File: src/stc_pkg.sv
// ----------------------------------------------------------------------------
// stc_pkg
// Types and constants shared by the sliding template correlator modules.
// ----------------------------------------------------------------------------
package stc_pkg;

  localparam int unsigned RING_CELLS = 64;
  localparam int unsigned RING_IDX_W = 6;
  localparam int unsigned ACC_W      = 29;
  localparam int unsigned THTW_W     = 14;
  localparam int unsigned QUOT_W     = 17;
  localparam int unsigned SCORE_W    = 18;
  localparam int unsigned APB_ADDR_W = 4;

  localparam logic [1:0] REG_TEMPLATE_HEIGHT = 2'd0;
  localparam logic [1:0] REG_TEMPLATE_WIDTH  = 2'd1;
  localparam logic [1:0] REG_IMAGE_WIDTH     = 2'd2;

  typedef enum logic [2:0] {
    ST_IDLE,
    ST_SWEEP,
    ST_ALIGN,
    ST_LOAD,
    ST_DIV,
    ST_OUT
  } stc_state_t;

  typedef struct packed {
    logic                     start;
    logic signed [ACC_W-1:0]  raw;
    logic [THTW_W-1:0]        thtw;
  } stc_div_req_t;

  typedef struct packed {
    logic                       busy;
    logic signed [SCORE_W-1:0]  score;
  } stc_div_rsp_t;

endpackage

File: src/stc_div.sv
// ----------------------------------------------------------------------------
// stc_div
// Restoring divider for the score: |raw|*4 / (th*tw), one quotient bit a cycle.
// ----------------------------------------------------------------------------
module stc_div (
  input  logic                 clk,
  input  logic                 rst,
  input  stc_pkg::stc_div_req_t req,
  output stc_pkg::stc_div_rsp_t rsp
);
  import stc_pkg::*;

  localparam int unsigned DVD_W = ACC_W + 2;

  logic                  busy;
  logic [4:0]            cnt;
  logic [DVD_W-1:0]      rem;
  logic [DVD_W-1:0]      dvs;
  logic [QUOT_W-1:0]     quo;
  logic                  sat;
  logic                  neg;
  logic [ACC_W-1:0]      mag;
  logic [DVD_W-1:0]      dvd;
  logic [QUOT_W-1:0]     qs;

  assign mag = req.raw[ACC_W-1] ? ACC_W'(-req.raw) : ACC_W'(req.raw);
  assign dvd = {mag, 2'b00};

  always_ff @(posedge clk) begin
    if (rst) begin
      busy <= 1'b0;
      cnt  <= '0;
    end else if (req.start) begin
      busy <= 1'b1;
      cnt  <= 5'd16;
    end else if (busy) begin
      cnt <= cnt - 5'd1;
      if (cnt == 5'd0) begin
        busy <= 1'b0;
      end
    end
  end

  always_ff @(posedge clk) begin
    if (req.start) begin
      rem <= dvd;
      dvs <= DVD_W'(req.thtw) << 16;
      quo <= '0;
      sat <= dvd >= (DVD_W'(req.thtw) << 17);
      neg <= req.raw[ACC_W-1];
    end else if (busy) begin
      if (rem >= dvs) begin
        rem <= rem - dvs;
        quo <= {quo[QUOT_W-2:0], 1'b1};
      end else begin
        quo <= {quo[QUOT_W-2:0], 1'b0};
      end
      dvs <= dvs >> 1;
    end
  end

  assign qs        = (sat || quo > QUOT_W'(65536)) ? QUOT_W'(65536) : quo;
  assign rsp.busy  = busy;
  assign rsp.score = neg ? -SCORE_W'(qs) : SCORE_W'(qs);

endmodule

File: config.mk
export PLATFORM = sky130hd
export DESIGN_NAME = stc_div
export DESIGN_NICKNAME = d
export VERILOG_FILES = /design/src/stc_pkg.sv /design/src/stc_div.sv
export SDC_FILE = /design/constraint.sdc
export NUM_CORES = 1
export LEC_CHECK = 0
export ABC_AREA = 1
export BUFFER_PORTS_ARGS = -buffer_cell sky130_fd_sc_hd__buf_2
export CAP_MARGIN = 20
export CORE_UTILIZATION = 25
export CTS_CLUSTER_SIZE = 30
export DETAILED_ROUTE_END_ITERATION = 7
export PLACE_DENSITY = 0.43
export SLEW_MARGIN = 5
export SYNTH_ARGS = -nofsm -noshare
export SYNTH_HDL_FRONTEND = slang
export SYNTH_SLANG_ARGS = --single-unit
File: constraint.sdc
create_clock -name clk -period 3.9 [get_ports clk]
set_input_delay 0.78 -clock clk [delete_from_list [all_inputs] [get_ports clk]]
set_output_delay 0.78 -clock clk [all_outputs]
set_load 0.005 [all_outputs]
### Yosys cells after proc, flatten, opt, wreduce, memory -nomap -nowiden

Cells that the tools add are included.

| word-level totals | value |
|---|---|
| register bits | 86 |
| input port bits | 46 |
| output and inout bits | 19 |
| word-level logic and storage cells | 38 |

| operators by class | value |
|---|---|
| add/sub/neg operators | 4 |
| order comparisons | 3 |
| mux-type cells | 14 |
| reductions and logical operators | 7 |

Operator list:

| cell | count |
|---|---|
| $mux 31 | 3 |
| $mux 30 | 2 |
| $ge 31x30->1 | 1 |
| $ge 31x31->1 | 1 |
| $sub 31x30->31 | 1 |
| $mux 29 | 1 |
| $neg 29->29 | 1 |
| $mux 18 | 1 |
| $neg 17->18 | 1 |
| $gt 17x17->1 const B | 1 |
| $mux 17 | 1 |
| $mux 5 | 2 |
| $logic_not 5->1 | 1 |
| $sub 5x1->5 const B | 1 |
| $mux 1 | 4 |
| $reduce_and 2->1 | 2 |
| $reduce_bool 2->1 | 2 |
| $reduce_or 2->1 | 1 |
| $logic_or 1x1->1 | 1 |

### Depth between registers and ports, before layout

Gate-level depths: netlist (run 1).

| depth | value |
|---|---|
| depth after elaboration | 5 |
| mapped depth | 22 |
| mapped depth without buffers | 22 |

### Worst setup path after synthesis (run 1)

No wires, ideal clock.

| timing | value |
|---|---|
| path type | input port to flip-flop |
| from | input req[15] (netlist name) |
| to | register sat, data pin |
| setup time | 0.130 ns |
| data arrival time | 2.894 ns |
| required time | 3.770 ns |
| slack | 0.876 ns |
| stages on the path | 21 |
| path buffers | 0 |
| cells stage by stage | inv_1 -> ha_1 -> nand3_1 -> nor2_2 -> nand3_1 -> nor2_1 -> inv_2 -> nand2_1 -> xor2_1 -> inv_1 -> ha_1 -> nand3_1 -> nor3_1 -> nand2_1 -> nor2_1 -> nand3b_1 -> nor2_1 -> nand3_1 -> nor2_1 -> nand2_1 -> nand2_1 |

| between the ends | value |
|---|---|
| word-level cells in the longest chain between the ends | 3 |

Ends and longest elaborated chain:

| item | RTL line | RTL |
|---|---|---|
| start, declared | stc_div.sv:8 | `input stc_pkg::stc_div_req_t req,` |
| $neg 29->29 | stc_div.sv:26 | `assign mag = req.raw[ACC_W-1] ? ACC_W'(-req.raw) : ACC_W'(req.raw);` |
| $mux 29 (*) | stc_div.sv:26 |  |
| $ge 31x31->1 (*) | stc_div.sv:49 | `sat <= dvd >= (DVD_W'(req.thtw) << 17);` |
| end signal, assigned | stc_div.sv:49 |  |
| end, declared | stc_div.sv:20 | `logic sat;` |

Every way passes the cells marked *; elsewhere a longest branch is shown, timed or not.
A chain may end at the register's enable or synchronous reset.

==> results of run 1 <==
==> power groups by stage <==
stage          combinational (mW)  sequential (mW)  clock [mW]
5_1_grt                      1.60             1.13       0.964
3_3_place_gp                 1.41             1.14           0
4_1_cts                      1.41             1.12       0.929
6_report                     1.40             1.12       0.910
3_5_place_dp                 1.41             1.14           0
2_1_floorplan                1.02             1.12           0
==> cell usage after synthesis, drive strengths merged <==
library cell  count  share of area, %
or2               4              0.34
o2111ai           1              0.12
o211ai            5              0.51
nand3b           14               1.4
a211oi            1              0.10
clkbuf           22               1.1
o311ai            1              0.12
inv             172               8.7
fa                1              0.27
nor4              2              0.25
o41ai             3              0.35
xnor2            20               2.4
a21oi            66               4.5
nor3             10              0.67
and3              1             0.084
xor2             20               2.4
nor2            124               6.6
a21boi            1              0.10
buf              10               1.1
dfxtp            41                11
mux2i             1              0.13
a31oi             1             0.084
ha               49               8.3
o21ai           111               8.7
o21a              2              0.20
edfxtp           45                18
nand4            11              0.93
o31ai             5              0.51
o21bai            3              0.30
nand3            70               4.9
nand2           304                16
==> how the worst max path moves through the flow <==
stage / from / endpoint / cells after the start
2_1_floorplan: req[15] / sat / 21
6_report: sat / rsp[10] / 14
3_5_place_dp: req[15] / sat / 23
5_1_grt: sat / rsp[12] / 14
4_1_cts: sat / rsp[10] / 14
3_3_place_gp: req[15] / sat / 22
==> layer usage <==
metal | vias to the layer above | wire, µm | track usage, %
met5 | - | 0 | 0
met4 | 0 | 376 | 3.51
met3 | 16 | 770 | 2.25
met2 | 116 | 10800 | 26.6
met1 | 3163 | 11200 | 20.9
li1 | 3729 | - | -
==> registers in the layout, indices dropped and copies added (netlist names) <==
register	count
cnt	5
rem	31
neg	1
dvs	30
quo	17
sat	1
busy	1
==> stage by stage <==
step           hold slack, ns  area (µm²)  cells  util [%]  setup slack [ns]
5_1_grt                 0.507        8410   1561      29.1             0.290
6_report                0.470        8410   1561      29.1             0.557
2_1_floorplan           0.444        7420   1121         -             0.876
3_5_place_dp            0.473        8110   1545      28.0             0.444
3_3_place_gp            0.471        8110   1545      28.0             0.466
4_1_cts                 0.476        8410   1561      29.1             0.518
==> worst register-to-register path: cells and delay by family (launching register included) <==
kind                       cells  cell delay (ns)
adders and majority gates      1             0.40
AOI/OAI and AO/OA              1             0.34
and+or+nand+nor                9             1.39
buffers and inverters          1             0.05
DFF                            1             0.35
==> layout make-up <==
cell class | count | area, µm² | area share [%]
multi-input combinational | 831 | 4430 | 52.7
sequential | 86 | 2170 | 25.8
inverter | 172 | 646 | 7.67
tap | 384 | 480 | 5.71
timing repair buffer | 72 | 380 | 4.52
clock buffer | 9 | 225 | 2.68
clock inverter | 7 | 78.8 | 0.937
==> cells by family (layout without fill, tap and decap cells) <==
group                    count (synthesis)  in the layout  synth area share, %
XOR/XNOR                                40             40                 4.72
AO/OA/AOI/OAI                          200            200                 15.6
adder cells (fa/ha/maj)                 50             50                 8.54
buffers and inverters                  204            260                 11.0
flip-flops                              86             86                 29.3
multiplexers                             1              1                0.135
AND/OR/NAND/NOR                        540            540                 30.8
==> results.json, run 1 <==
{
  "status": "completed",
  "ys_seq_elements": 86,
  "p_sw_mw": 1.43,
  "worst_slew_pin_slew_ns": 0.771,
  "ir_drop_uv": 239,
  "regToRegSetupSlack_ns": 1.21,
  "synthCells": 1121,
  "synth-seq-area-share_pct": 29.3,
  "die-area_um2": 30400,
  "grt_pass1_wl_um": 37400,
  "clock_sinks": 86,
  "synth.cell_area_um2": 7420,
  "r2r_cells": 12,
  "p_leak_nw": 4.01,
  "power.density_nw_per_um2": 408,
  "fin_crit_ns": 3.34,
  "dr.first_iter.drc_count": 459,
  "crit_family": "simple AND/OR/NAND/NOR gates",
  "p_seq_share_pct": 32.6,
  "p_clk_share_pct": 26.5,
  "reg2reg_from": "dvs[24]",
  "grt_pass1_vias": 6886,
  "total_power_mw": 3.43,
  "diodes": 0,
  "via_count": 7024,
  "wl_per_cell_um": 14.8,
  "ctsResizeCount": 0,
  "avgSynthCellArea_um2": 6.62,
  "max_cap_violations": 0,
  "grt_antenna_before_repair": 0,
  "rows": 62,
  "place.detailed.hpwl_um": 18600,
  "r2r-end": "rem[24]",
  "yosys_warnings": 0,
  "final_nets": 1268,
  "critPathMostFrequentCell": "nand2_1",
  "tritoncts": "done",
  "p_sw_share_pct": 41.8,
  "cts_root_buf": "clkbuf_16",
  "end_kind": "output port",
  "area_growth_pct": 13.5,
  "hold_viol": 0,
  "cp_max_fo": 6,
  "grt_max_degree": 43,
  "avgViaCountPerCell": 4.50,
  "hold_depth": 2,
  "skew_ns": 0.0155,
  "chipWidth_um": 174,
  "htree_levels": 3,
  "cpPeakStageDelay_ns": 0.49,
  "first_pass_iters": 5,
  "maxSlewViolCount": 0,
  "core_um2": 28900,
  "fin_crit_sh_pct": 85.7,
  "post-cts-setup-buffers": 0,
  "drive_above_1_share_pct": 12.2,
  "cp_cell_sequence": "nor2_1, inv_1, nand2_2, inv_2, nor2_1, inv_1, ha_1, nand2_1, nand2_1, nand2_1, inv_2, nand3b_1, nand2_1, buf_2",
  "start_util_pct": 25.6,
  "io_buffer_count": 64,
  "drt-total-wl_um": 23200,
  "final_cell_mix": "nand2_1, inv_1, nor2_1",
  "cp.arrival_ns": 2.56,
  "insertion_delay_ns": 0.36,
  "maxSlewHeadroom_pct": 48.5,
  "rsz0062_at_grt": "no",
  "drc_errors": 0,
  "pin_count": 65,
  "min_to": "dvs[14]",
  "internal_power_mw": 2.00,
  "ant_nets": 0,
  "numCtsBuffers": 9,
  "required_ns": 3.12,
  "die_h_um": 174,
  "nFillCells": 3296,
  "start_kind": "register",
  "synth_nets": 1217,
  "grtUsageTotal_pct": 15.7,
  "timing.setup.tns_ns": 0,
  "final_common_cell": "nand2_1",
  "critPathSlowestCell": "edfxtp_1",
  "synth_cell_types": 42,
  "setup_viol": 0,
  "min_path_type": "register to register",
  "place_congestion": 0.898,
  "overflow": 0,
  "hold_buffers": 0,
  "crit_type": "register to output port",
  "worstHoldStart": "dvs[15]",
  "pwr-share-comb_pct": 40.9,
  "clkSlewWorstSetupHoldPaths_ns": 0.08,
  "worst-path-buf-inv": 5,
  "clock_path_buffers": 2,
  "fmax_mhz": 299
}
Power figures use the tool's default switching activity.
==> run 2, diff against run 1 <==
- clock period: 3.9 -> 4.1 ns (I/O delays scaled with it)
==> run 2 against run 1 <==
- non-clock buffer count decreased by 2
- via count decreased by 0.30%
- highest routed layer unchanged
- worst setup slack improved by 0.18 ns
==> results.json, run 2 (synthesis results as in run 1) <==
{
  "status": "completed",
  "grt_max_degree": 74,
  "tritoncts": "done",
  "nFillCells": 3245,
  "ir_drop_uv": 172,
  "ant_nets": 0,
  "end_kind": "output port",
  "numCtsBuffers": 9,
  "max_cap_violations": 0,
  "maxSlewHeadroom_pct": 47.2,
  "grtUsageTotal_pct": 15.5,
  "timing.setup.tns_ns": 0,
  "skew_ns": 0.0102,
  "dr.first_iter.drc_count": 463,
  "clkSlewWorstSetupHoldPaths_ns": 0.07,
  "clock_path_buffers": 2,
  "die-area_um2": 30400,
  "setup_viol": 0,
  "fin_crit_ns": 3.36,
  "cp_max_fo": 24,
  "grt_antenna_before_repair": 0,
  "start_kind": "register",
  "hold_buffers": 0,
  "htree_levels": 3,
  "core_um2": 28900,
  "r2r-end": "rem[24]",
  "required_ns": 3.28,
  "drive_above_1_share_pct": 12.1,
  "ctsResizeCount": 0,
  "final_nets": 1266,
  "place_ws_ns": 0.589,
  "hold_viol": 0,
  "worst_slew_pin_slew_ns": 0.790,
  "regToRegSetupSlack_ns": 1.37,
  "pin_count": 65,
  "place.detailed.hpwl_um": 18700,
  "first_pass_iters": 7,
  "reg2reg_from": "rem[24]",
  "via_count": 7003,
  "io_buffer_count": 64,
  "cts_root_buf": "clkbuf_16",
  "place_congestion": 0.863,
  "endpoint": "rsp[12]",
  "critPathLaunch": "sat",
  "drt-total-wl_um": 23000,
  "fin_crit_sh_pct": 82.0,
  "overflow": 0,
  "clock_sinks": 86,
  "maxSlewViolCount": 0,
  "rows": 62,
  "drc_errors": 0,
  "grt_pass1_vias": 6722,
  "fmax_mhz": 298,
  "power.density_nw_per_um2": 388,
  "cp.arrival_ns": 2.54,
  "final_common_cell": "nand2_1",
  "avgViaCountPerCell": 4.49,
  "diodes": 0,
  "total_power_mw": 3.26,
  "grt_pass1_wl_um": 36700,
  "r2r_cells": 11,
  "area_growth_pct": 13.3,
  "insertion_delay_ns": 0.35,
  "p_leak_nw": 4.00,
  "top_regs": "rem x31, dvs x30, quo x17",
  "chipWidth_um": 174,
  "min_path_type": "register to register",
  "largest_register_ffs": 31,
  "wl_per_cell_um": 14.7,
  "final_cell_mix": "nand2_1, inv_1, nor2_1",
  "setup_slack_ns": 0.739,
  "start_util_pct": 25.6,
  "post-cts-setup-buffers": 0,
  "rsz0062_at_grt": "no",
  "top_register": "rem",
  "crit_type": "register to output port",
  "die_h_um": 174
}
run 2: cell type report:
cell class | count | area (µm²) | area share, %
tap | 384 | 480 | 5.72
clock inverter | 6 | 68.8 | 0.819
multi-input combinational | 831 | 4430 | 52.7
sequential | 86 | 2170 | 25.9
clock buffer | 10 | 239 | 2.84
inverter | 172 | 646 | 7.68
timing repair buffer | 70 | 365 | 4.35
run 2: critical path, stage by stage (launching register included):
cell and delay (ns):
edfxtp_1 0.50, nor2_1 0.20, inv_1 0.11, nand2_2 0.09, buf_4 0.24, nand2_1 0.11
ha_1 0.22, nand2_1 0.10, nand2_1 0.12, nand2_1 0.17, inv_2 0.07, nand3b_1 0.08
nand2_1 0.05, buf_2 0.11
run 2: metal layers:
metal	up-vias	GRT usage, %	routed length, µm
met2	118	25.8	10700
met5	-	0	0
met1	3140	20.6	11200
met4	0	4.57	388
met3	20	2.12	724
li1	3725	-	-
run 2: worst min-delay path by stage:
stage                     startpoint  endpoint  slack (ns)  depth (start not counted)
final                         dvs[2]    dvs[1]        0.48                          2
after global routing          rem[0]    rem[0]        0.51                          2
after CTS                     dvs[2]    dvs[1]        0.48                          2
after detailed placement      dvs[2]    dvs[1]        0.47                          2
after global placement        rem[0]    rem[0]        0.47                          2
after floorplan              dvs[15]   dvs[14]        0.44                          2
run 2: stage by stage:
step | area [µm²] | hold WS (ns) | util [%] | instances
after floorplan | 7420 | 0.444 | - | 1121
after global placement | 8100 | 0.468 | 28.0 | 1543
after detailed placement | 8100 | 0.469 | 28.0 | 1543
after CTS | 8400 | 0.481 | 29.0 | 1559
after global routing | 8400 | 0.505 | 29.0 | 1559
final | 8400 | 0.478 | 29.0 | 1559
run 2: where the power goes:
| group | internal (mW) | total [mW] | switching [mW] |
|---|---|---|---|
| sequential | 1.01 | 1.06 | 0.0532 |
| combinational | 0.456 | 1.33 | 0.874 |
| clock | 0.493 | 0.866 | 0.373 |
| total | 1.96 | 3.26 | 1.30 |
