===== config.mk =====
export PLATFORM = sky130hd
export DESIGN_NAME = stc_cell
export DESIGN_NICKNAME = d
export VERILOG_FILES = /design/src/stc_pkg.sv /design/src/stc_cell.sv
export SDC_FILE = /design/constraint.sdc
export NUM_CORES = 1
export LEC_CHECK = 0
export CAP_MARGIN = 20
export CORE_MARGIN = 3
export CORE_UTILIZATION = 70
export CTS_CLUSTER_SIZE = 10
export DETAILED_ROUTE_END_ITERATION = 12
export DONT_BUFFER_PORTS = 1
export GPL_TIMING_DRIVEN = 0
export PLACE_DENSITY = 0.86
export SLEW_MARGIN = 20
export SYNTH_ARGS = -nofsm -noshare
export SYNTH_HDL_FRONTEND = slang
export SYNTH_SLANG_ARGS = --single-unit

===== constraint.sdc =====
create_clock -name clk -period 3.85 [get_ports clk]
set_input_delay 0.5775 -clock clk [delete_from_list [all_inputs] [get_ports clk]]
set_output_delay 0.5775 -clock clk [all_outputs]
set_load 0.1 [all_outputs]

===== src/stc_pkg.sv =====
// ----------------------------------------------------------------------------
// stc_pkg
// Types and constants shared by the sliding template correlator modules.
// ----------------------------------------------------------------------------
package stc_pkg;

  localparam int unsigned RING_CELLS = 64;
  localparam int unsigned RING_IDX_W = 6;
  localparam int unsigned ACC_W      = 29;
  localparam int unsigned THTW_W     = 14;
  localparam int unsigned QUOT_W     = 17;
  localparam int unsigned SCORE_W    = 18;
  localparam int unsigned APB_ADDR_W = 4;

  localparam logic [1:0] REG_TEMPLATE_HEIGHT = 2'd0;
  localparam logic [1:0] REG_TEMPLATE_WIDTH  = 2'd1;
  localparam logic [1:0] REG_IMAGE_WIDTH     = 2'd2;

  typedef enum logic [2:0] {
    ST_IDLE,
    ST_SWEEP,
    ST_ALIGN,
    ST_LOAD,
    ST_DIV,
    ST_OUT
  } stc_state_t;

  typedef struct packed {
    logic                     start;
    logic signed [ACC_W-1:0]  raw;
    logic [THTW_W-1:0]        thtw;
  } stc_div_req_t;

  typedef struct packed {
    logic                       busy;
    logic signed [SCORE_W-1:0]  score;
  } stc_div_rsp_t;

endpackage


===== src/stc_cell.sv =====
// ----------------------------------------------------------------------------
// stc_cell
// One accumulator cell of the offset ring; takes its neighbor's sum on shift.
// ----------------------------------------------------------------------------
module stc_cell (
  input  logic                              clk,
  input  logic                              rst,
  input  logic                              shift,
  input  logic signed [stc_pkg::ACC_W-1:0]  din,
  input  logic signed [stc_pkg::ACC_W-1:0]  addend,
  output logic signed [stc_pkg::ACC_W-1:0]  acc
);
  import stc_pkg::*;

  always_ff @(posedge clk) begin
    if (rst) begin
      acc <= '0;
    end else if (shift) begin
      acc <= din + addend;
    end
  end

endmodule


Word level (Yosys, flattened, before mapping)
Cells that the tools add are included.

Add/subtract/negate cells: 1.

Operator list (count): $add A29 B29 Y29 (1).

Input port bits: 61. Bits in registers: 29. Word-level logic and storage cells: 2.

Logic depth before layout (Yosys ltp)
Gate-level depths: netlist of the first run.

Depth in word-level cells: 1. Gate-level depth with buffers: 8. Gate-level depth less buffers: 8.

Least setup slack after synthesis of the first run
No wires, ideal clock.

Path kind: input to register. From: input port din[0] in the netlist's numbering. To: register acc[18] in the netlist's numbering. Data required time: 3731 ps. Path buffers: 0. Stages on the path: 8. Data arrival time: 2630 ps. Path slack: 1101 ps. Cells stage by stage: ha_1 fa_1 a211oi_2 o21ai_2 a41oi_4 a21oi_2 or4_1 a32o_1.

Longest elaborated chain between the ends: 1.

Ends and longest elaborated chain: start, declared (line stc_cell.sv:9) `input logic signed [stc_pkg::ACC_W-1:0] din,`; $add A29 B29 Y29 (line stc_cell.sv:19) `acc <= din + addend;`; end signal, assigned (line stc_cell.sv:19); end, declared (line stc_cell.sv:11) `output logic signed [stc_pkg::ACC_W-1:0] acc`.

No other way between the ends. A chain may end at the register's enable or synchronous reset.

Worst setup path in the final report of the first run
Ends and elaborated chain as after synthesis.

==> results of run 1 <==
## where the power goes
group          switching (W)  total (W)  internal [W]  leakage [nW]
Combinational       0.000215   0.000350      0.000135         0.889
Clock               0.000120   0.000282      0.000161        0.0542
Sequential          0.000264   0.000598      0.000334         0.240
Total               0.000600    0.00123      0.000630          1.18
## stage by stage
| stage | total power (W) | hold slack [ns] | area, um2 | std cells |
|---|---|---|---|---|
| floorplan | 0.000866 | 0.829 | 2750 | 344 |
| global placement | 0.000930 | 0.835 | 2810 | 392 |
| detailed placement | 0.000942 | 0.873 | 2810 | 392 |
| CTS | 0.00122 | 0.584 | 2910 | 400 |
| global route | 0.00128 | 0.579 | 2910 | 400 |
| finish | 0.00123 | 0.579 | 2910 | 400 |
## final cells by class
type | count | area, um2
Buffer | 19 | 78.8
Inverter | 6 | 22.5
Fill cell | 277 | 810
Clock buffer | 7 | 96.3
Multi-Input combinational cell | 290 | 2060
Clock inverter | 1 | 5.00
Tap cell | 48 | 60.1
Sequential cell | 29 | 581
## how the worst min path moves through the flow
| stage | start | endpoint | slack [ns] |
|---|---|---|---|
| 4_1_cts | addend[0] | acc[0] | 0.58 |
| 2_1_floorplan | addend[0] | acc[0] | 0.83 |
| 3_5_place_dp | addend[0] | acc[0] | 0.87 |
| 5_1_grt | addend[0] | acc[0] | 0.58 |
| 6_report | addend[0] | acc[0] | 0.58 |
| 3_3_place_gp | addend[0] | acc[0] | 0.83 |
## routing by layer
metal / part of all wire / vias to the layer above
li1: - / 1317
met2: 0.46 / 170
met4: 0.020 / 0
met1: 0.41 / 1269
met3: 0.11 / 20
met5: 0 / -
## cells in the mapped netlist (all sizes together) (5+ instances only)
| cell | number |
|---|---|
| a211oi | 6 |
| a21o | 10 |
| inv | 6 |
| nor3b | 5 |
| a21oi | 34 |
| o21ai | 23 |
| mux2i | 8 |
| nand2 | 37 |
| nor3 | 5 |
| nor2 | 28 |
| nand4 | 12 |
| ha | 28 |
| dfxtp | 29 |
| clkbuf | 15 |
| xnor2 | 9 |
## cells by family after synthesis
kind of cell | synth area share
XOR/XNOR | 0.0415
adder cells (fa/ha/maj) | 0.135
buffers and inverters | 0.0369
AO/OA/AOI/OAI | 0.325
flip-flops | 0.211
AND/OR/NAND/NOR | 0.221
multiplexers | 0.0292
## worst max-delay path, cell delays in order
cell                       delay [ns]
sky130_fd_sc_hd__ha_1            0.22
sky130_fd_sc_hd__fa_1            0.46
sky130_fd_sc_hd__a211oi_2        0.33
sky130_fd_sc_hd__o21ai_2         0.15
sky130_fd_sc_hd__a41oi_4         0.30
sky130_fd_sc_hd__a21oi_2         0.10
sky130_fd_sc_hd__or4_1           0.47
sky130_fd_sc_hd__a32o_1          0.25
==> results_dict.tcl, run 1 <==
set metrics [dict create \
    setup_slack_ns 1.16 \
    cts_buffer_depth 2 \
    layout_commonest_cell "sky130_fd_sc_hd__nand2_1" \
    cts-hold-fix-buffers 0 \
    drtAntennaViolNets 0 \
    grt_util_met3 0.0989 \
    startpoint_of_the_most_critical_register_to_register_path "acc[25]" \
    postSynthCellCount 344 \
    worst_setup_hold_path_clk_slew_ns 0.06 \
    cts.repair.resized 0 \
    gp_congestion 0.947 \
    worst_ep_required_time_ns 4.02 \
    synth_area_leaders "sky130_fd_sc_hd__dfxtp_1 (21%), sky130_fd_sc_hd__ha_1 (13%), sky130_fd_sc_hd__a21oi_1 (5.5%)" \
    postCtsSetupRepairBufs 0 \
    timing.max_cap.violations 0 \
    placeableCoreArea_um2 3720 \
    hpwlAfterDp_mm 5.82 \
    route.final.wire_length_mm 7.54 \
    worstReg2RegEnd "acc[25]" \
    setup_viol 0 \
    fmax_mhz 371 \
    wire_per_inst_um 18.8 \
    max-vdd-ir-drop_v 0.000283 \
    slew_worst_pin_ns 1.00 \
    synthesis.yosys.warnings 0 \
    synth-seq-area-share 0.211 \
    final_core_util 0.782 \
    grt_max_degree 11 \
    vias 2776 \
    fin_setup_tns_ns 0 \
    drive_gt1_frac 0.0852 \
    hold_path_depth 3 \
    globalRouteTotalUtil 0.324 \
    synth-edff-count 0 \
    synthDominantAreaCellType "sky130_fd_sc_hd__dfxtp_1" \
    number_of_antenna_violations_at_the_first_check_in_global_routing 0 \
    endpoint_class_of_the_critical_path "flip-flop" \
    clk_sinks 29 \
    clock_root_cell "sky130_fd_sc_hd__clkbuf_8" \
    gr-usage-met2 0.507 \
    synthDominantCellAreaShare 0.211 \
    post_synthesis_cell_area_um2 2750 \
    grt_first_pass_wirelength_mm 11.6 \
    synth.distinct_cells 70 \
    die_height_um 68.6 \
    synthFlopType "sky130_fd_sc_hd__dfxtp_1" \
    critical_path.startpoint "din[0]" \
    die_x_um 68.6 \
    rsz0062_at_grt "false" \
    arrival_time_of_data_at_the_critical_path_endpoint_ns 2.86 \
    number_of_levels_in_the_clock_h_tree 2 \
    critical_path.startpoint_type "input port" \
    number_of_global_route_vias_before_repair 2514 \
    relSlewSlack 0.330 \
    final.setup_skew_ns 0 \
    crit_path_max_fanout 4 \
    status "finished clean" \
    ratio_of_total_power_to_cell_area_nw_per_um2 423 \
    io_pins 90 \
    largest_registers_ranked_by_flip_flop_count "acc x29" \
    cts_buffers 5 \
    layout.cells.most_common_list "sky130_fd_sc_hd__nand2_1 (37), sky130_fd_sc_hd__a21oi_1 (30), sky130_fd_sc_hd__dfxtp_1 (29)" \
    setup.worst_path.end "acc[18]" \
    worstSkewPairLatency_ns 0.28 \
    finish.net_count 441 \
    grt_most_used_layer "met2" \
    port-buffer-count 0 \
    worstSetupPathType "in -> reg" \
    synthesis.nets 434 \
    drv_slew 0 \
    worst_hold_path_type "in -> reg" \
    hold_viol_final 0 \
    vias_per_cell 6.94 \
    synthesized_flop_and_latch_total 29 \
    detailedRoute.firstIterationViolations 226 \
    initial_core_util 0.739 \
    registers.top_by_ff_count "acc" \
    global_route.overflow_total 0 \
    power.static_leakage_nw 1.18 \
    drtPass1Iterations 5 \
    antenna_cells 0 \
    area_delta_synth_final_pct 5.88 \
    layout_min_cycle_time_ns 2.69 \
    dp_slack_ns 0.892 \
    std_cell_rows 22 \
    largest_register_ff_count 29 \
    avgSynthCellArea_um2 7.98 \
    drc 0 \
    ff2ff_setup_slack_ns 1.94 \
    use_met1 0.429 \
    timing.final.crit_share 0.699 \
    async_sr_flop_fraction 0 \
    timing.reg2reg.worst_path_depth 4 \
    floorplan.die_area_um2 4710 \
    tritoncts "done" \
]
Note: power is estimated with default switching activity, not from simulation.
==> run 2, diff against run 1 <==
ABC_AREA = 1   (was not set)
CORE_UTILIZATION = 65   (was 70)
PLACE_DENSITY = 0.81   (was 0.86)
clock period = 2.6 ns   (was 3.85 ns; I/O delays follow)
==> run 2 against run 1 <==
Net effect: power up 44%; non-clock buffer count fell by 10; clock power rose by 24%; worst setup slack lost 0.40 ns; area after synthesis increased by 21%; clock skew is the same; synthesized cell count grew 75%; utilization decreased by 6.2 points; worst hold slack got worse by 0.17 ns.
==> results_dict.tcl, run 2 <==
set metrics [dict create \
    status "finished clean" \
    timing.final.crit_share 0.709 \
    post-synth-top-count-cell "sky130_fd_sc_hd__nand2_1" \
    cts-hold-fix-buffers 0 \
    muxShareOfSynthArea 0 \
    critical_path.cell_chain "ha_1, fa_1, nand3_1, nand3_2, nand2_1, nand2_1, nand2_1, nand3_1, nand2_1, nand3_1, nand2_1, inv_1" \
    layout_commonest_cell "sky130_fd_sc_hd__nand2_1" \
    gp_congestion 0.916 \
    synthFlopType "sky130_fd_sc_hd__dfxtp_1" \
    worstSkewPairLatency_ns 0.28 \
    synthDominantAreaCellType "sky130_fd_sc_hd__nand2_1" \
    initial_core_util 0.686 \
    number_of_antenna_violations_at_the_first_check_in_global_routing 0 \
    floorplan.die_area_um2 6010 \
    clock_root_cell "sky130_fd_sc_hd__clkbuf_8" \
    hold_path_depth 3 \
    vias_per_cell 5.17 \
    worstSetupPathType "in -> reg" \
    layout_min_cycle_time_ns 1.84 \
    cts.repair.resized 0 \
    worst_setup_hold_path_clk_slew_ns 0.06 \
    endpoint_class_of_the_critical_path "flip-flop" \
    design_power_total_w 0.00178 \
    number_of_levels_in_the_clock_h_tree 2 \
    relSlewSlack 0.340 \
    port-buffer-count 0 \
    wire_per_inst_um 12.3 \
    post_synthesis_cell_area_um2 3330 \
    worst_hold_path_type "in -> reg" \
    hpwlAfterDp_mm 7.09 \
    fin_setup_tns_ns 0 \
    fraction_of_the_mapped_netlist_area_in_simple_logic_gates 0.472 \
    synthesis.yosys.warnings 0 \
    setup_viol 0 \
    min-delay-start "addend[0]" \
    fmax_mhz 542 \
    vias 3498 \
    globalRouteTotalUtil 0.294 \
    global_route.overflow_total 0 \
    startpoint_of_the_most_critical_register_to_register_path "acc[23]" \
    cell_with_the_largest_stage_delay_on_the_worst_path "sky130_fd_sc_hd__fa_1" \
    final_core_util 0.721 \
    area_fraction_in_compound_gates_after_synthesis 0.0515 \
    detailedRoute.firstIterationViolations 170 \
    synthDominantCellAreaShare 0.235 \
    grt_max_degree 11 \
    worst_ep_required_time_ns 2.79 \
    layout.cells.most_common_list "sky130_fd_sc_hd__nand2_1 (208), sky130_fd_sc_hd__inv_1 (127), sky130_fd_sc_hd__nor2_1 (87)" \
    ratio_of_total_power_to_cell_area_nw_per_um2 508 \
    antenna_cells 0 \
    critical_path.startpoint "din[0]" \
    worstReg2RegEnd "acc[23]" \
    power.static_leakage_nw 2.22 \
    area_delta_synth_final_pct 5.00 \
    synth-seq-area-share 0.175 \
    timing.reg2reg.worst_path_depth 4 \
    max-vdd-ir-drop_v 0.000362 \
    synth_top_family_by_area "simple AND/OR/NAND/NOR gates" \
    cts_buffers 5 \
    critical_path.startpoint_type "input port" \
    crit_path_max_fanout 4 \
    timing.max_cap.violations 0 \
    drv_slew 0 \
    die_x_um 77.5 \
    synth-edff-count 0 \
    drive_gt1_frac 0.0639 \
    tritoncts "done" \
    std_cell_rows 25 \
    final.setup_skew_ns 0 \
    largest_register_ff_count 29 \
    grt_first_pass_wirelength_mm 14.3 \
    hold_viol_final 0 \
    synth_area_leaders "sky130_fd_sc_hd__nand2_1 (23%), sky130_fd_sc_hd__dfxtp_1 (17%), sky130_fd_sc_hd__inv_1 (14%)" \
    registers.top_by_ff_count "acc" \
    synth-xor-area-share 0.0342 \
    post_synth_most_frequent_cells "sky130_fd_sc_hd__nand2_1 (208), sky130_fd_sc_hd__inv_1 (127), sky130_fd_sc_hd__nor2_1 (87)" \
    largest_registers_ranked_by_flip_flop_count "acc x29" \
    rsz0062_at_grt "false" \
    drtAntennaViolNets 0 \
    arrival_time_of_data_at_the_critical_path_endpoint_ns 2.03 \
    clk_sinks 29 \
    slew_worst_pin_ns 0.988 \
    whs_endpoint "acc[0]" \
    finish.net_count 699 \
    synth_adder_area_share 0.111 \
    cpPeakStageDelay_ns 0.46 \
    placeableCoreArea_um2 4850 \
    drtPass1Iterations 5 \
    postCtsSetupRepairBufs 0 \
    cts_buffer_depth 2 \
    io_pins 90 \
    postSynthCellCount 602 \
    synth.distinct_cells 24 \
    synthesized_flop_and_latch_total 29 \
    avgSynthCellArea_um2 5.53 \
    async_sr_flop_fraction 0 \
    timing.hold.ws_ns 0.410 \
    drc 0 \
    die_height_um 77.5 \
    route.final.wire_length_mm 8.34 \
    number_of_global_route_vias_before_repair 3242 \
    critical_path.most_common_cell "sky130_fd_sc_hd__nand2_1" \
    ff2ff_setup_slack_ns 1.19 \
    synthesis.nets 692 \
]
-- run 2: how the worst max path moves through the flow --
stage | slack (ns) | endpoint
after global placement | 0.56 | acc[24]
after floorplan | 0.71 | acc[14]
after CTS | 0.79 | acc[24]
final | 0.76 | acc[24]
after global routing | 0.60 | acc[24]
after detailed placement | 0.51 | acc[16]
-- run 2: metrics by stage --
stage / cell area (um2) / setup slack (ns) / std cells
2_1_floorplan: 3330 / 0.706 / 602
3_3_place_gp: 3410 / 0.564 / 669
3_5_place_dp: 3410 / 0.512 / 669
4_1_cts: 3490 / 0.786 / 677
5_1_grt: 3490 / 0.597 / 677
6_report: 3490 / 0.756 / 677
-- run 2: power by group --
part	switching, W	total [W]	internal, W
clock	0.000166	0.000350	0.000185
sequential	0.000339	0.000827	0.000488
combinational	0.000391	0.000599	0.000208
total	0.000895	0.00178	0.000880
-- run 2: kinds of logic after synthesis --
kind of cell | Yosys count
buffers and inverters | 138
adder cells (fa/ha/maj) | 29
AND/OR/NAND/NOR | 360
flip-flops | 29
AO/OA/AOI/OAI | 33
XOR/XNOR | 13
-- run 2: cell type report --
class                           count  area, um2
Clock inverter                      2       10.0
Multi-Input combinational cell    435       2230
Clock buffer                        6       72.6
Sequential cell                    29        581
Fill cell                         455       1360
Inverter                          129        484
Tap cell                           67       83.8
Buffer                              9       36.3
-- run 2: per-layer routing --
metal,wire length [um],share of wire,global-route usage,vias up
li1,-,-,-,1810
met1,3910,0.47,0.402,1522
met2,3570,0.43,0.467,148
met3,651,0.078,0.0383,18
met4,210,0.025,0.114,0
met5,0,0,0,-
-- run 2: critical path: cells and delay by family --
family	cells	cell delay, ns
and+or+nand+nor	9	0.90
adders and majority gates	2	0.70
buffers and inverters	1	0.04
==> run 3, diff against run 2 <==
CORE_UTILIZATION = 59   (was 65)
PLACE_DENSITY = 0.78   (was 0.81)
clock period = 1.69 ns   (was 2.6 ns; I/O delays follow)
==> run 3 against run 2 <==
Net effect: design area rose by 1.1%; routed wire length fell by 2.8%; die area rose by 9.4%; power rose by 58%; count of clock-buffer cells in the layout rose by 1; largest power group unchanged; worst setup slack got worse by 0.60 ns; clock skew did not move; global-route usage fell by 3.8 points; first-iteration DRC count fell by 7.6%; largest cell class unchanged; sequential share of layout area fell by 0.19 points.
==> results_dict.tcl, run 3 (synthesis gave the netlist of run 2 again) <==
set metrics [dict create \
    cts-hold-fix-buffers 0 \
    crit_path_max_fanout 4 \
    fmax_mhz 652 \
    clk_sinks 29 \
    timing.hold.ws_ns 0.236 \
    placeableCoreArea_um2 5270 \
    grt_first_pass_wirelength_mm 13.2 \
    worstSkewPairLatency_ns 0.28 \
    tritoncts "done" \
    io_pins 90 \
    grt_max_degree 11 \
    layout_min_cycle_time_ns 1.53 \
    startpoint_of_the_most_critical_register_to_register_path "acc[10]" \
    arrival_time_of_data_at_the_critical_path_endpoint_ns 1.71 \
    hpwlAfterDp_mm 6.91 \
    post-place-cells 672 \
    globalRouteTotalUtil 0.256 \
    number_of_levels_in_the_clock_h_tree 2 \
    port-buffer-count 0 \
    largest_register_ff_count 29 \
    worstSetupPathType "in -> reg" \
    ratio_of_total_power_to_cell_area_nw_per_um2 796 \
    final.setup_skew_ns 0 \
    max-vdd-ir-drop_v 0.000727 \
    drtPass1Iterations 4 \
    timing.max_cap.violations 0 \
    status "finished clean" \
    global_route.overflow_total 0 \
    fin_area_um2 3530 \
    antenna_cells 0 \
    timing.final.crit_share 0.908 \
    number_of_antenna_violations_at_the_first_check_in_global_routing 0 \
    registers.top_by_ff_count "acc" \
    cts_buffer_depth 2 \
    relSlewSlack 0.341 \
    drive_gt1_frac 0.0736 \
    number_of_global_route_vias_before_repair 2997 \
    die_height_um 81.1 \
    detailedRoute.firstIterationViolations 157 \
    route.final.wire_length_mm 8.10 \
    finish.net_count 700 \
    cts_buffers 5 \
    drc 0 \
    area_delta_synth_final_pct 6.21 \
    std_cell_rows 26 \
    initial_core_util 0.631 \
    vias_per_cell 4.97 \
    die_x_um 81.1 \
    gp_congestion 0.880 \
    final.fill_count 505 \
    hold_viol_final 0 \
    post_layout_nonfiller_instances 681 \
    power.static_leakage_nw 2.23 \
    floorplan.die_area_um2 6580 \
    place_area_um2 3420 \
    rsz0062_at_grt "false" \
    layout_commonest_cell "sky130_fd_sc_hd__nand2_1" \
    largest_registers_ranked_by_flip_flop_count "acc x29" \
    setup_viol 0 \
    min-delay-start "addend[0]" \
    layout.cells.most_common_list "sky130_fd_sc_hd__nand2_1 (206), sky130_fd_sc_hd__inv_1 (127), sky130_fd_sc_hd__nor2_1 (87)" \
    vias 3385 \
    endpoint_class_of_the_critical_path "flip-flop" \
    drtAntennaViolNets 0 \
    worst_ep_required_time_ns 1.87 \
    critical_path.startpoint "din[0]" \
    worst_hold_path_type "in -> reg" \
    drv_slew 0 \
    wire_per_inst_um 11.9 \
    worst_setup_hold_path_clk_slew_ns 0.07 \
    critical_path.startpoint_type "input port" \
    clock_root_cell "sky130_fd_sc_hd__clkbuf_8" \
    slew_worst_pin_ns 0.987 \
]
## run 3: worst paths after layout
check,to,slack (ns),depth (start not counted)
max,acc[22],0.16,12
min,acc[0],0.24,3
max reg2reg,acc[10],0.32,4
min reg2reg,acc[27],1.02,4
## run 3: power by group
part | switching [W] | internal [W]
combinational | 0.000589 | 0.000322
clock | 0.000262 | 0.000367
sequential | 0.000522 | 0.000751
total | 0.00137 | 0.00144
## run 3: timing repair
action / 4_1_cts / 5_1_grt
gates resized for setup: 0 / 2
setup buffers: 0 / 1
setup endpoints to repair: 0 / 3
## run 3: area by class of cell
cell class | count | area, um2 | area share
Clock inverter | 1 | 5.00 | 0.00142
Sequential cell | 29 | 581 | 0.164
Tap cell | 70 | 87.6 | 0.0248
Timing Repair Buffer | 1 | 7.51 | 0.00212
Multi-Input combinational cell | 435 | 2240 | 0.633
Clock buffer | 7 | 96.3 | 0.0273
Buffer | 9 | 36.3 | 0.0103
Inverter | 129 | 484 | 0.137
## run 3: worst max-delay path, cell delays in order
cell                      delay [ns]
sky130_fd_sc_hd__ha_2           0.21
sky130_fd_sc_hd__fa_2           0.37
sky130_fd_sc_hd__nand3_1        0.12
sky130_fd_sc_hd__nand3_2        0.13
sky130_fd_sc_hd__nand2_1        0.09
sky130_fd_sc_hd__nand2_1        0.09
sky130_fd_sc_hd__nand3_1        0.12
sky130_fd_sc_hd__nand3_1        0.09
sky130_fd_sc_hd__nand2_1        0.07
sky130_fd_sc_hd__nand3_1        0.07
sky130_fd_sc_hd__nand2_1        0.08
sky130_fd_sc_hd__inv_1          0.03
## run 3: stage by stage
step | power, W | TNS [ns] | utilization | worst slack [ns]
6_report | 0.00281 | 0 | 0.670 | 0.156
5_1_grt | 0.00299 | 0 | 0.670 | 0.000477
4_1_cts | 0.00281 | 0 | 0.668 | 0.137
3_5_place_dp | 0.00218 | -1.05 | 0.649 | -0.155
3_3_place_gp | 0.00216 | -0.863 | 0.649 | -0.138
2_1_floorplan | 0.00198 | 0 | - | 0.0154
## run 3: per-layer routing
metal  wire [um]  up-vias  global-route usage  share of wire
met5           0        -                   0              0
met1        4010     1467               0.362           0.50
met3         633        9              0.0366          0.078
met4          94        0              0.0709          0.012
li1            -     1807                   -              -
met2        3360      102               0.401           0.41
